[src/sv/pafc_pkg.sv]
// ----------------------------------------------------------------------------
// pafc_pkg
// Shared types and constants for the pyro arm/fire controller.
// ----------------------------------------------------------------------------
package pafc_pkg;

	localparam int NUM_CHANNELS = 5;
	localparam int CH_W         = $clog2(NUM_CHANNELS);
	localparam int MAX_AUX      = 3;
	localparam int AUX_COUNT    = (NUM_CHANNELS - 2 < MAX_AUX) ? (NUM_CHANNELS - 2) : MAX_AUX;

	localparam int CMD_W   = 3;
	localparam int LEN_W   = 8;
	localparam int BYTE_W  = 8;
	localparam int TIME_W  = 32;
	localparam int OUTCH_W = 3;
	localparam int ADDR_W  = 3;
	localparam int DATA_W  = 32;

	localparam logic [BYTE_W-1:0] RESET_MAGIC   = 8'h42;
	localparam logic [TIME_W-1:0] TIMEOUT_RESET = 32'd10000;
	localparam logic [CH_W-1:0]   CH_MAIN       = CH_W'(0);
	localparam logic [CH_W-1:0]   CH_DROGUE     = CH_W'(1);
	localparam logic [CH_W-1:0]   CH_AUX1       = CH_W'(2);

	// register indexes, taken from paddr[2]
	localparam logic REG_ARM_TIMEOUT = 1'b0;

	typedef enum logic [CMD_W-1:0] {
		CMD_ARM_MAIN    = 3'd0,
		CMD_ARM_DROGUE  = 3'd1,
		CMD_ARM_AUX     = 3'd2,
		CMD_FIRE_MAIN   = 3'd3,
		CMD_FIRE_DROGUE = 3'd4,
		CMD_FIRE_AUX    = 3'd5,
		CMD_RESET       = 3'd6,
		CMD_IGNORE      = 3'd7
	} cmd_t;

	typedef struct packed {
		logic                fire;
		logic [OUTCH_W-1:0]  fire_channel;
		logic                reset_request;
	} result_t;

	function automatic logic [CH_W-1:0] aux_channel(
		input logic [LEN_W-1:0]  len,
		input logic [BYTE_W-1:0] first
	);
		logic [BYTE_W-1:0] sum;
		sum = BYTE_W'(2) + first;
		if (len == LEN_W'(1) && first < BYTE_W'(AUX_COUNT)) begin
			return sum[CH_W-1:0];
		end
		return CH_AUX1;
	endfunction

endpackage

[src/sv/pafc_regs.sv]
// ----------------------------------------------------------------------------
// pafc_regs
// APB-style configuration register holding the firing window.
// ----------------------------------------------------------------------------
module pafc_regs (
	input  logic                          clk,
	input  logic                          arst_n,
	input  logic                          psel,
	input  logic                          penable,
	input  logic                          pwrite,
	input  logic [pafc_pkg::ADDR_W-1:0]   paddr,
	input  logic [pafc_pkg::DATA_W-1:0]   pwdata,
	output logic [pafc_pkg::DATA_W-1:0]   prdata,
	output logic                          pready,
	output logic [pafc_pkg::TIME_W-1:0]   arm_timeout_ms
);

	logic [pafc_pkg::TIME_W-1:0] timeout_q;
	logic                        wr_en;

	assign pready = 1'b1;
	assign wr_en  = psel && penable && pwrite && paddr[2] == pafc_pkg::REG_ARM_TIMEOUT;

	always_ff @(posedge clk or negedge arst_n) begin
		if (!arst_n) begin
			timeout_q <= pafc_pkg::TIMEOUT_RESET;
		end else if (wr_en) begin
			timeout_q <= pwdata;
		end
	end

	always_comb begin
		prdata = '0;
		if (paddr[2] == pafc_pkg::REG_ARM_TIMEOUT) begin
			prdata = timeout_q;
		end
	end

	assign arm_timeout_ms = timeout_q;

endmodule

[src/sv/pafc_bank.sv]
// ----------------------------------------------------------------------------
// pafc_bank
// Per-channel armed flags and arm times, with the arm/fire decision.
// ----------------------------------------------------------------------------
module pafc_bank (
	input  logic                          clk,
	input  logic                          arst_n,
	input  logic                          go,
	input  logic [pafc_pkg::CMD_W-1:0]    cmd,
	input  logic [pafc_pkg::LEN_W-1:0]    msg_len,
	input  logic [pafc_pkg::BYTE_W-1:0]   payload_first,
	input  logic [pafc_pkg::TIME_W-1:0]   now_ms,
	input  logic [pafc_pkg::TIME_W-1:0]   arm_timeout_ms,
	output pafc_pkg::result_t             result
);

	logic                        armed_q [pafc_pkg::NUM_CHANNELS];
	logic [pafc_pkg::TIME_W-1:0] arm_time_q [pafc_pkg::NUM_CHANNELS];

	pafc_pkg::cmd_t              cmd_e;
	logic [pafc_pkg::CH_W-1:0]   ch;
	logic                        do_arm;
	logic                        do_fire;
	logic [pafc_pkg::TIME_W-1:0] elapsed;

	assign cmd_e = pafc_pkg::cmd_t'(cmd);

	always_comb begin
		ch      = pafc_pkg::CH_MAIN;
		do_arm  = 1'b0;
		do_fire = 1'b0;
		case (cmd_e)
			pafc_pkg::CMD_ARM_MAIN: begin
				ch     = pafc_pkg::CH_MAIN;
				do_arm = 1'b1;
			end
			pafc_pkg::CMD_ARM_DROGUE: begin
				ch     = pafc_pkg::CH_DROGUE;
				do_arm = 1'b1;
			end
			pafc_pkg::CMD_ARM_AUX: begin
				ch     = pafc_pkg::aux_channel(msg_len, payload_first);
				do_arm = 1'b1;
			end
			pafc_pkg::CMD_FIRE_MAIN: begin
				ch      = pafc_pkg::CH_MAIN;
				do_fire = 1'b1;
			end
			pafc_pkg::CMD_FIRE_DROGUE: begin
				ch      = pafc_pkg::CH_DROGUE;
				do_fire = 1'b1;
			end
			pafc_pkg::CMD_FIRE_AUX: begin
				ch      = pafc_pkg::aux_channel(msg_len, payload_first);
				do_fire = 1'b1;
			end
			default: begin
			end
		endcase
	end

	// wraps modulo 2^32
	assign elapsed = now_ms - arm_time_q[ch];

	always_comb begin
		result               = '0;
		result.fire          = do_fire && armed_q[ch] && elapsed < arm_timeout_ms;
		result.fire_channel  = result.fire ? pafc_pkg::OUTCH_W'(ch) : '0;
		result.reset_request = cmd_e == pafc_pkg::CMD_RESET
			&& msg_len == pafc_pkg::LEN_W'(1)
			&& payload_first == pafc_pkg::RESET_MAGIC;
	end

	always_ff @(posedge clk or negedge arst_n) begin
		if (!arst_n) begin
			for (int i = 0; i < pafc_pkg::NUM_CHANNELS; i++) begin
				armed_q[i] <= 1'b0;
			end
		end else if (go && do_arm) begin
			armed_q[ch] <= 1'b1;
		end
	end

	// times are only read behind a set armed flag
	always_ff @(posedge clk) begin
		if (go && do_arm) begin
			arm_time_q[ch] <= now_ms;
		end
	end

endmodule

[src/sv/pyro_arm_fire_controller_core.sv]
// ----------------------------------------------------------------------------
// pyro_arm_fire_controller_core
// Arms and fires five pyro channels from decoded radio commands.
// ----------------------------------------------------------------------------
// Each command beat is captured in an input register, decided against the
// channel's armed flag and arm time, and its single result beat then lands in an
// output register. One command can be accepted every cycle unless in_stall is
// raised; the throughput is set by the compare and update of the channel bank,
// and an output stall only holds the input side once both registers are full.
// The firing window is written at byte address 0 of the configuration port and
// may be changed only while no command is in flight.
module pyro_arm_fire_controller_core (
	input  logic                          clk,
	input  logic                          arst_n,

	input  logic                          psel,
	input  logic                          penable,
	input  logic                          pwrite,
	input  logic [pafc_pkg::ADDR_W-1:0]   paddr,
	input  logic [pafc_pkg::DATA_W-1:0]   pwdata,
	output logic [pafc_pkg::DATA_W-1:0]   prdata,
	output logic                          pready,

	input  logic                          in_valid,
	output logic                          in_stall,
	input  logic [pafc_pkg::CMD_W-1:0]    cmd,
	input  logic [pafc_pkg::LEN_W-1:0]    msg_len,
	input  logic [pafc_pkg::BYTE_W-1:0]   payload_first,
	input  logic [pafc_pkg::TIME_W-1:0]   now_ms,

	output logic                          out_valid,
	input  logic                          out_stall,
	output logic                          fire,
	output logic [pafc_pkg::OUTCH_W-1:0]  fire_channel,
	output logic                          reset_request
);

	logic [pafc_pkg::TIME_W-1:0] arm_timeout_ms;

	logic                        valid_s1;
	logic [pafc_pkg::CMD_W-1:0]  cmd_s1;
	logic [pafc_pkg::LEN_W-1:0]  len_s1;
	logic [pafc_pkg::BYTE_W-1:0] first_s1;
	logic [pafc_pkg::TIME_W-1:0] now_s1;

	logic                        valid_s2;
	pafc_pkg::result_t           result_s2;
	pafc_pkg::result_t           result;

	logic                        adv_s2;
	logic                        load_s1;

	assign adv_s2   = valid_s1 && (!valid_s2 || !out_stall);
	assign in_stall = valid_s1 && !adv_s2;
	assign load_s1  = in_valid && !in_stall;

	pafc_regs u_regs (
		.clk            (clk),
		.arst_n         (arst_n),
		.psel           (psel),
		.penable        (penable),
		.pwrite         (pwrite),
		.paddr          (paddr),
		.pwdata         (pwdata),
		.prdata         (prdata),
		.pready         (pready),
		.arm_timeout_ms (arm_timeout_ms)
	);

	pafc_bank u_bank (
		.clk            (clk),
		.arst_n         (arst_n),
		.go             (adv_s2),
		.cmd            (cmd_s1),
		.msg_len        (len_s1),
		.payload_first  (first_s1),
		.now_ms         (now_s1),
		.arm_timeout_ms (arm_timeout_ms),
		.result         (result)
	);

	always_ff @(posedge clk or negedge arst_n) begin
		if (!arst_n) begin
			valid_s1 <= 1'b0;
			valid_s2 <= 1'b0;
		end else begin
			if (load_s1) begin
				valid_s1 <= 1'b1;
			end else if (adv_s2) begin
				valid_s1 <= 1'b0;
			end
			if (adv_s2) begin
				valid_s2 <= 1'b1;
			end else if (!out_stall) begin
				valid_s2 <= 1'b0;
			end
		end
	end

	always_ff @(posedge clk) begin
		if (load_s1) begin
			cmd_s1   <= cmd;
			len_s1   <= msg_len;
			first_s1 <= payload_first;
			now_s1   <= now_ms;
		end
		if (adv_s2) begin
			result_s2 <= result;
		end
	end

	assign out_valid     = valid_s2;
	assign fire          = result_s2.fire;
	assign fire_channel  = result_s2.fire_channel;
	assign reset_request = result_s2.reset_request;

endmodule

[config.mk]
export PLATFORM = sky130hd
export DESIGN_NAME = pyro_arm_fire_controller_core
export DESIGN_NICKNAME = d
export VERILOG_FILES = /design/src/sv/pafc_pkg.sv /design/src/sv/pafc_regs.sv /design/src/sv/pafc_bank.sv /design/src/sv/pyro_arm_fire_controller_core.sv
export SDC_FILE = /design/constraint.sdc
export NUM_CORES = 1
export LEC_CHECK = 0
export CORE_MARGIN = 10
export CORE_UTILIZATION = 45
export DETAILED_ROUTE_END_ITERATION = 8
export DONT_BUFFER_PORTS = 1
export HOLD_SLACK_MARGIN = 0.15
export MAX_ROUTING_LAYER = met4
export PLACE_DENSITY = 0.69
export SYNTH_ARGS = -nofsm -noshare
export SYNTH_HDL_FRONTEND = slang
export SYNTH_HIERARCHICAL = 1
export SYNTH_SLANG_ARGS = --single-unit
[constraint.sdc]
create_clock -name clk -period 5.45 [get_ports clk]
set_clock_uncertainty 0.15 [all_clocks]
set_input_delay 1.3625 -clock clk [delete_from_list [all_inputs] [get_ports clk]]
set_output_delay 1.3625 -clock clk [all_outputs]
set_load 0.01 [all_outputs]
After elaboration in Yosys (flattened, before gate mapping)
Memories as Yosys holds them, arrays and structs flattened.
Cells that the tools add are included.
{ "word_totals": {"regBits": 95, "mem_bits_rw": 160, "mem_count": 1, "in_bits": 93, "output_inout_bits": 40} }
{ "memory_table": {"columns": ["name", "depth", "word_bits", "read_ports", "rd_clocked_by_memory_dff", "write_ports", "line_no", "rtl"], "rows": [
  ["u_bank.arm_time_q", 5, 32, 1, 0, 1, "pafc_bank.sv:18", "logic [pafc_pkg::TIME_W-1:0] arm_time_q [pafc_pkg::NUM_CHANNELS];"]
]} }
{ "op_classes": {"n_addsub": 2, "n_reduce_logical": 23, "order_cmp": 4, "eq_ne": 9, "bitwise_logic": 3, "n_mux": 21} }
{ "ops": {"columns": ["cell", "count"], "rows": [
  ["32-bit less-than comparator", 1],
  ["32-bit two-way mux", 1],
  ["32-bit subtractor", 1],
  ["1-bit two-way mux", 14],
  ["1-bit logical AND", 13],
  ["3-bit equality test (second input constant)", 3],
  ["3-bit two-way mux", 3],
  ["3-bit one-hot mux with 3 select lines", 1],
  ["8-bit by 1-bit equality test with 1-bit output (second input constant)", 1],
  ["8-bit by 7-bit equality test with 1-bit output (second input constant)", 1],
  ["8-bit by 2-bit less-than comparator with 1-bit output (second input constant)", 1],
  ["3-bit by 2-bit equality test with 1-bit output (second input constant)", 2],
  ["3-bit OR reduction", 2],
  ["5-bit bitwise OR", 1],
  ["4-bit greater-or-equal comparator (second input constant)", 1],
  ["1-bit logical NOT", 4],
  ["4-bit by 1-bit less-than comparator with 1-bit output (second input constant)", 1],
  ["3-bit inverter with 4-bit output", 1],
  ["2-bit by 3-bit adder with 3-bit output (first input constant)", 1],
  ["1-bit binary-select mux with 3-bit select", 1],
  ["1-bit demux with 3-bit select", 1],
  ["3-bit by 1-bit equality test with 1-bit output (second input constant)", 1],
  ["3-bit logical NOT", 1],
  ["2-bit by 1-bit inequality test with 1-bit output (second input constant)", 1],
  ["4 further kinds", 4]
]} }

Logic depth before layout (Yosys ltp)
{ "depth": {"depth_word": 12, "mapped_depth": 26, "mapped_depth_nobuf": 25} }

Hierarchy
The synthesis kept the hierarchy.
{ "by_module_without_submodules": {"columns": ["mod", "cells_per_inst", "instances", "area_each_um2", "seq_area_each_um2"], "rows": [
  ["pafc_bank", 668, 1, 8941.1, 4929.7],
  ["pyro_arm_fire_controller_core", 64, 1, 1774.2, 1731.7],
  ["pafc_regs", 105, 1, 1560.2, 807.0]
]} }

Worst setup path after synthesis
No wires, ideal clock.
{ "synth_path": {"kind": "reg-to-reg", "startpoint": "reg len_s1[3] (netlist bit)", "endpoint": "reg result_s2, in the netlist fire_channel[2], data pin", "period_less_slack_ns": 5.532, "t_required_ns": 5.158, "slack_ns": -0.082, "setup_ns": 0.142, "stages_incl_launch_ff": 25, "t_arrival_ns": 5.239, "cell_sequence": "edfxtp_1 > nor4_2 > nand4_2 > a211oi_4 > a21oi_1 > clkbuf_1 > a221oi_1 > ha_1 > inv_1 > fa_1 > a21o_1 > a311oi_1 > o21ai_0 > a21oi_1 > o21bai_1 > a21oi_1 > xnor2_1 > ha_1 > a21o_1 > a21o_1 > a21o_1 > a211o_1 > a221oi_1 > o211ai_1 > nor2_1"} }
{ "synth_between": {"elab_chain_len": 12} }
{ "synth_lines": {"columns": ["item", "line_no", "rtl"], "rows": [
  ["start, declared", "pyro_arm_fire_controller_core.sv:42", "logic [pafc_pkg::LEN_W-1:0] len_s1;"],
  ["start signal, assigned", "pyro_arm_fire_controller_core.sv:103", "len_s1 <= msg_len;"],
  ["8-bit by 1-bit equality test with 1-bit output (*)", "pafc_pkg.sv:52", "if (len == LEN_W'(1) && first < BYTE_W'(AUX_COUNT)) begin"],
  ["1-bit logical AND (*)", "pafc_pkg.sv:52", null],
  ["1-bit two-way mux (*)", "pafc_pkg.sv:52", null],
  ["1-bit two-way mux", "pafc_bank.sv:32", "case (cmd_e)"],
  ["3-bit two-way mux", "pafc_pkg.sv:55", "return CH_AUX1;"],
  ["3-bit one-hot mux with 3 select lines (*)", "pafc_bank.sv:32", null],
  ["parallel branches: the longest is 6 deep, another holds memory read 5 x 32 bit", null, null],
  ["end signal, assigned", "pyro_arm_fire_controller_core.sv:108", "result_s2 <= result;"],
  ["end, declared", "pyro_arm_fire_controller_core.sv:47", "pafc_pkg::result_t result_s2;"]
]} }
Every way passes the cells marked *. The select of a mux whose other input is x is not followed.
A chain may end at the register's enable or synchronous reset.

Worst setup path in the final report
{ "layout_path": {"startpoint": "reg len_s1[3] (netlist bit)", "endpoint": "reg result_s2, in the netlist fire_channel[0], data pin"} }
Same word-level chain as after synthesis.

==> out/summary.txt <==
CTS clk-pin slew, worst paths: 0.06 ns
Unrepaired setup endpoints after global routing: true
Layout cells sized above 1: 0.337
Fin nets: 1,119
Post-detail-place hpwl: 19,100 um
Drc violations: 0
CTS tree: done
Clock net sink count: 255
Status: finished with violations
Fin. Hold Viols: 0
#FFs+latches synth: 255
Vias/cell: 5.62
Netlist cell types: 71
Most used cell, CP: buf_4
DP Worst Slack: -0.722 ns
Count of input and output buffers: 0
WP buf/inv: 6
Area delta synth->final: 20.6%
Fill cell count: 2,124
CTS root buffer: clkbuf_16
Crit. End Element: register
Initial Util: 0.457
First-pass GRT wire length: 41,800 um
WHS Path Cells: 1
DRT Pass-1 Iters: 7
Routed via count: 7,422
Cell internal pwr: 4.06 mW
Primary FF master, synth: edfxtp_1
Setup ws final: -0.630 ns
Period utilization: 1.12
Vias in the first global route: 7,477
Syn Nets: 993
Worst EP required: 5.70 ns
GPL Wtd Cong: 0.865
Minimum clock period: 6.08 ns
Slew at the pin with the worst max-slew slack: 1.04 ns
Synth top area share: 0.528
Leak: 5.93 nW
Longest Clk Path Bufs: 3
CP startpoint kind: register
Num CTS Buffers: 27
Largest cells by area after synthesis: edfxtp_1 53%, mux2_4 7.1%, dfrtp_1 6.9%
Antenna violations before repair: 1
Drt total wl: 27,600 um
Worst hold-check path type: reg -> reg
Top delay family on crit path: compound AO/OA/AOI/OAI gates
Fmax: 164 MHz
Fin util: 0.551
CTS H-tree depth: 1
Cell taking the most area after synthesis: edfxtp_1
Combinational share of power: 0.231
Slew Limit Fails: 0
Psw: 1.43 mW
Final Power: 5.49 mW
Antenna viol nets, final: 0
Hold slack: 0.326 ns
Crit-path max FO: 4
Layout Cells excl Fill: 1,321
Syn avg cell area: 14.7 sq um
Post-synth EDFFs: 216
Setup CP Type: reg -> reg
CORE AREA: 0.0269 sq mm
Hold_buf cts: 0
MaxCap Viol Count: 0
Cells after synthesis: 837
Worst VDD drop: 0.000196 V
Switching Share: 0.260
Sequential share of power: 0.423
Cells after DPL: 1,255
Worst path max stage delay: 0.43 ns
Post-synthesis sequential area ratio: 0.608
Largest net degree at the start of global routing: 40
Critical path arrival: 6.33 ns
Slew headroom: 0.309
DR iter-0 viols: 563
Asr flop ratio synth: 0.153
WP depth: 29
Total grt overflow: 0
Routed len/inst: 20.9 um
P per Cell Area: 371 mW/mm^2
Die H: 185 um
Die W: 185 um
# rows: 60
Die area: 0.0343 sq mm
Worst-Skew Late Latency: 0.53 ns
Tot GR Track Use: 0.160
Critical Path Slowest Stage Cell: edfxtp_1
Final setup viols: 4
Clock share of power: 0.346
Reg2reg path depth: 29
Synth Warn #: 6
Io pins: 133
Synthesized area: 0.0123 sq mm
Failing checks: setup timing
[timing repair]
item / in CTS / in global routing
gates cloned: 1 / 0
pin swaps: 26 / 57
resized for setup: 26 / 34
endpoints found under the setup margin: 4 / 4
buffers inserted: 12 / 9
[power by group through the flow]
stage | registers, mW | clock network, mW | logic (mW)
6_report | 2.32 | 1.90 | 1.27
5_1_grt | 2.34 | 2.02 | 1.39
4_1_cts | 2.33 | 1.95 | 1.19
3_5_place_dp | 2.36 | 0 | 1.13
3_3_place_gp | 2.36 | 0 | 1.10
2_1_floorplan | 2.33 | 0 | 0.775
[worst register-to-register path: cells and delay by family (launching register included)]
kind	cells	cell delay (ns)
adder cells (fa/ha/maj)	3	0.90
AND/OR/NAND/NOR	4	0.69
buffers and inverters	6	0.74
flip-flops	1	0.43
XOR/XNOR	1	0.18
AO/OA/AOI/OAI	15	2.86
[cell usage in the layout (no fill, tap or decap), types with 6 or more instances in the layout]
cell type / count
edfxtp_1: 216
buf_4: 122
ha_1: 60
mux2_4: 58
inv_1: 43
a21oi_1: 35
dfrtp_1: 34
nor2b_1: 34
mux2_2: 33
a21o_1: 32
a222oi_1: 28
clkbuf_16: 27
nand2_1: 22
xnor2_1: 19
nor2_1: 14
o21ai_0: 12
a21oi_2: 10
nand4_1: 10
nand2b_1: 8
o21ai_1: 8
xor2_1: 8
mux2i_1: 8
nand3_1: 7
bufinv_16: 6
nor2_2: 6
[Yosys cell counts, drive strengths merged, types with 9 or more instances]
master	number
edfxtp	216
mux2	91
ha	62
a21oi	46
inv	44
nor2b	35
dfrtp	34
a21o	33
a222oi	28
xnor2	24
nand2	23
clkbuf	22
nor2	21
o21ai	21
buf	14
nand4	11
nand3	9
[final cells by class]
type,instances,area [sq um],share of cell area
well taps,341,427,0.0288
inverters,44,165,0.0112
repair buffers,133,1100,0.0743
clock buffers,29,683,0.0462
diodes,1,2.50,0.000169
flip-flops and latches,255,7470,0.505
multi-input cells,502,4730,0.319
clock inverters,16,230,0.0156
[layer usage]
metal	vias up	global-route usage	wire, um
met5	-	-	0
li1	3478	-	-
met4	0	0.0390	458
met3	37	0.0390	2470
met1	3646	0.212	12200
met2	261	0.242	12400
[registers in the layout, summed over array words and instances (netlist names)]
register	cells
out_valid	1
first_s1	8
now_s1	32
u_regs/arm_timeout_ms	32
valid_s1	1
u_bank/armed_q	5
cmd_s1	3
fire_channel	3
fire	1
reset_request	1
len_s1	8
u_bank/arm_time_q	160
[cells by family after synthesis]
group                    count (synthesis)  share of synthesized area
buffers and inverters                   80                     0.0297
XOR/XNOR                                32                     0.0228
AND/OR/NAND/NOR                        131                     0.0608
flip-flops                             255                      0.608
multiplexers                            99                      0.108
other                                    1                   0.000305
adder cells (fa/ha/maj)                 63                     0.0648
AO/OA/AOI/OAI                          176                      0.105
[per-stage QoR]
step	area (sq um)	TNS [ns]
floorplan	12300	0
global placement	13400	-2.26
detailed placement	13400	-2.76
CTS	14600	-2.20
global route	14800	-3.53
finish	14800	-2.37
[final timing paths]
kind | end | startpoint | slack (ns)
setup / recovery | fire_channel[0] | len_s1[3] | -0.63
hold / removal | u_bank/armed_q[1] | u_bank/armed_q[1] | 0.33
setup reg to reg | fire_channel[0] | len_s1[3] | -0.63
hold reg to reg | u_bank/armed_q[1] | u_bank/armed_q[1] | 0.33
max in group asynchronous | u_regs/arm_timeout_ms[4] | arst_n | 4.59
min in group asynchronous | valid_s1 | arst_n | 0.37
(Power assumes the default switching activity.)
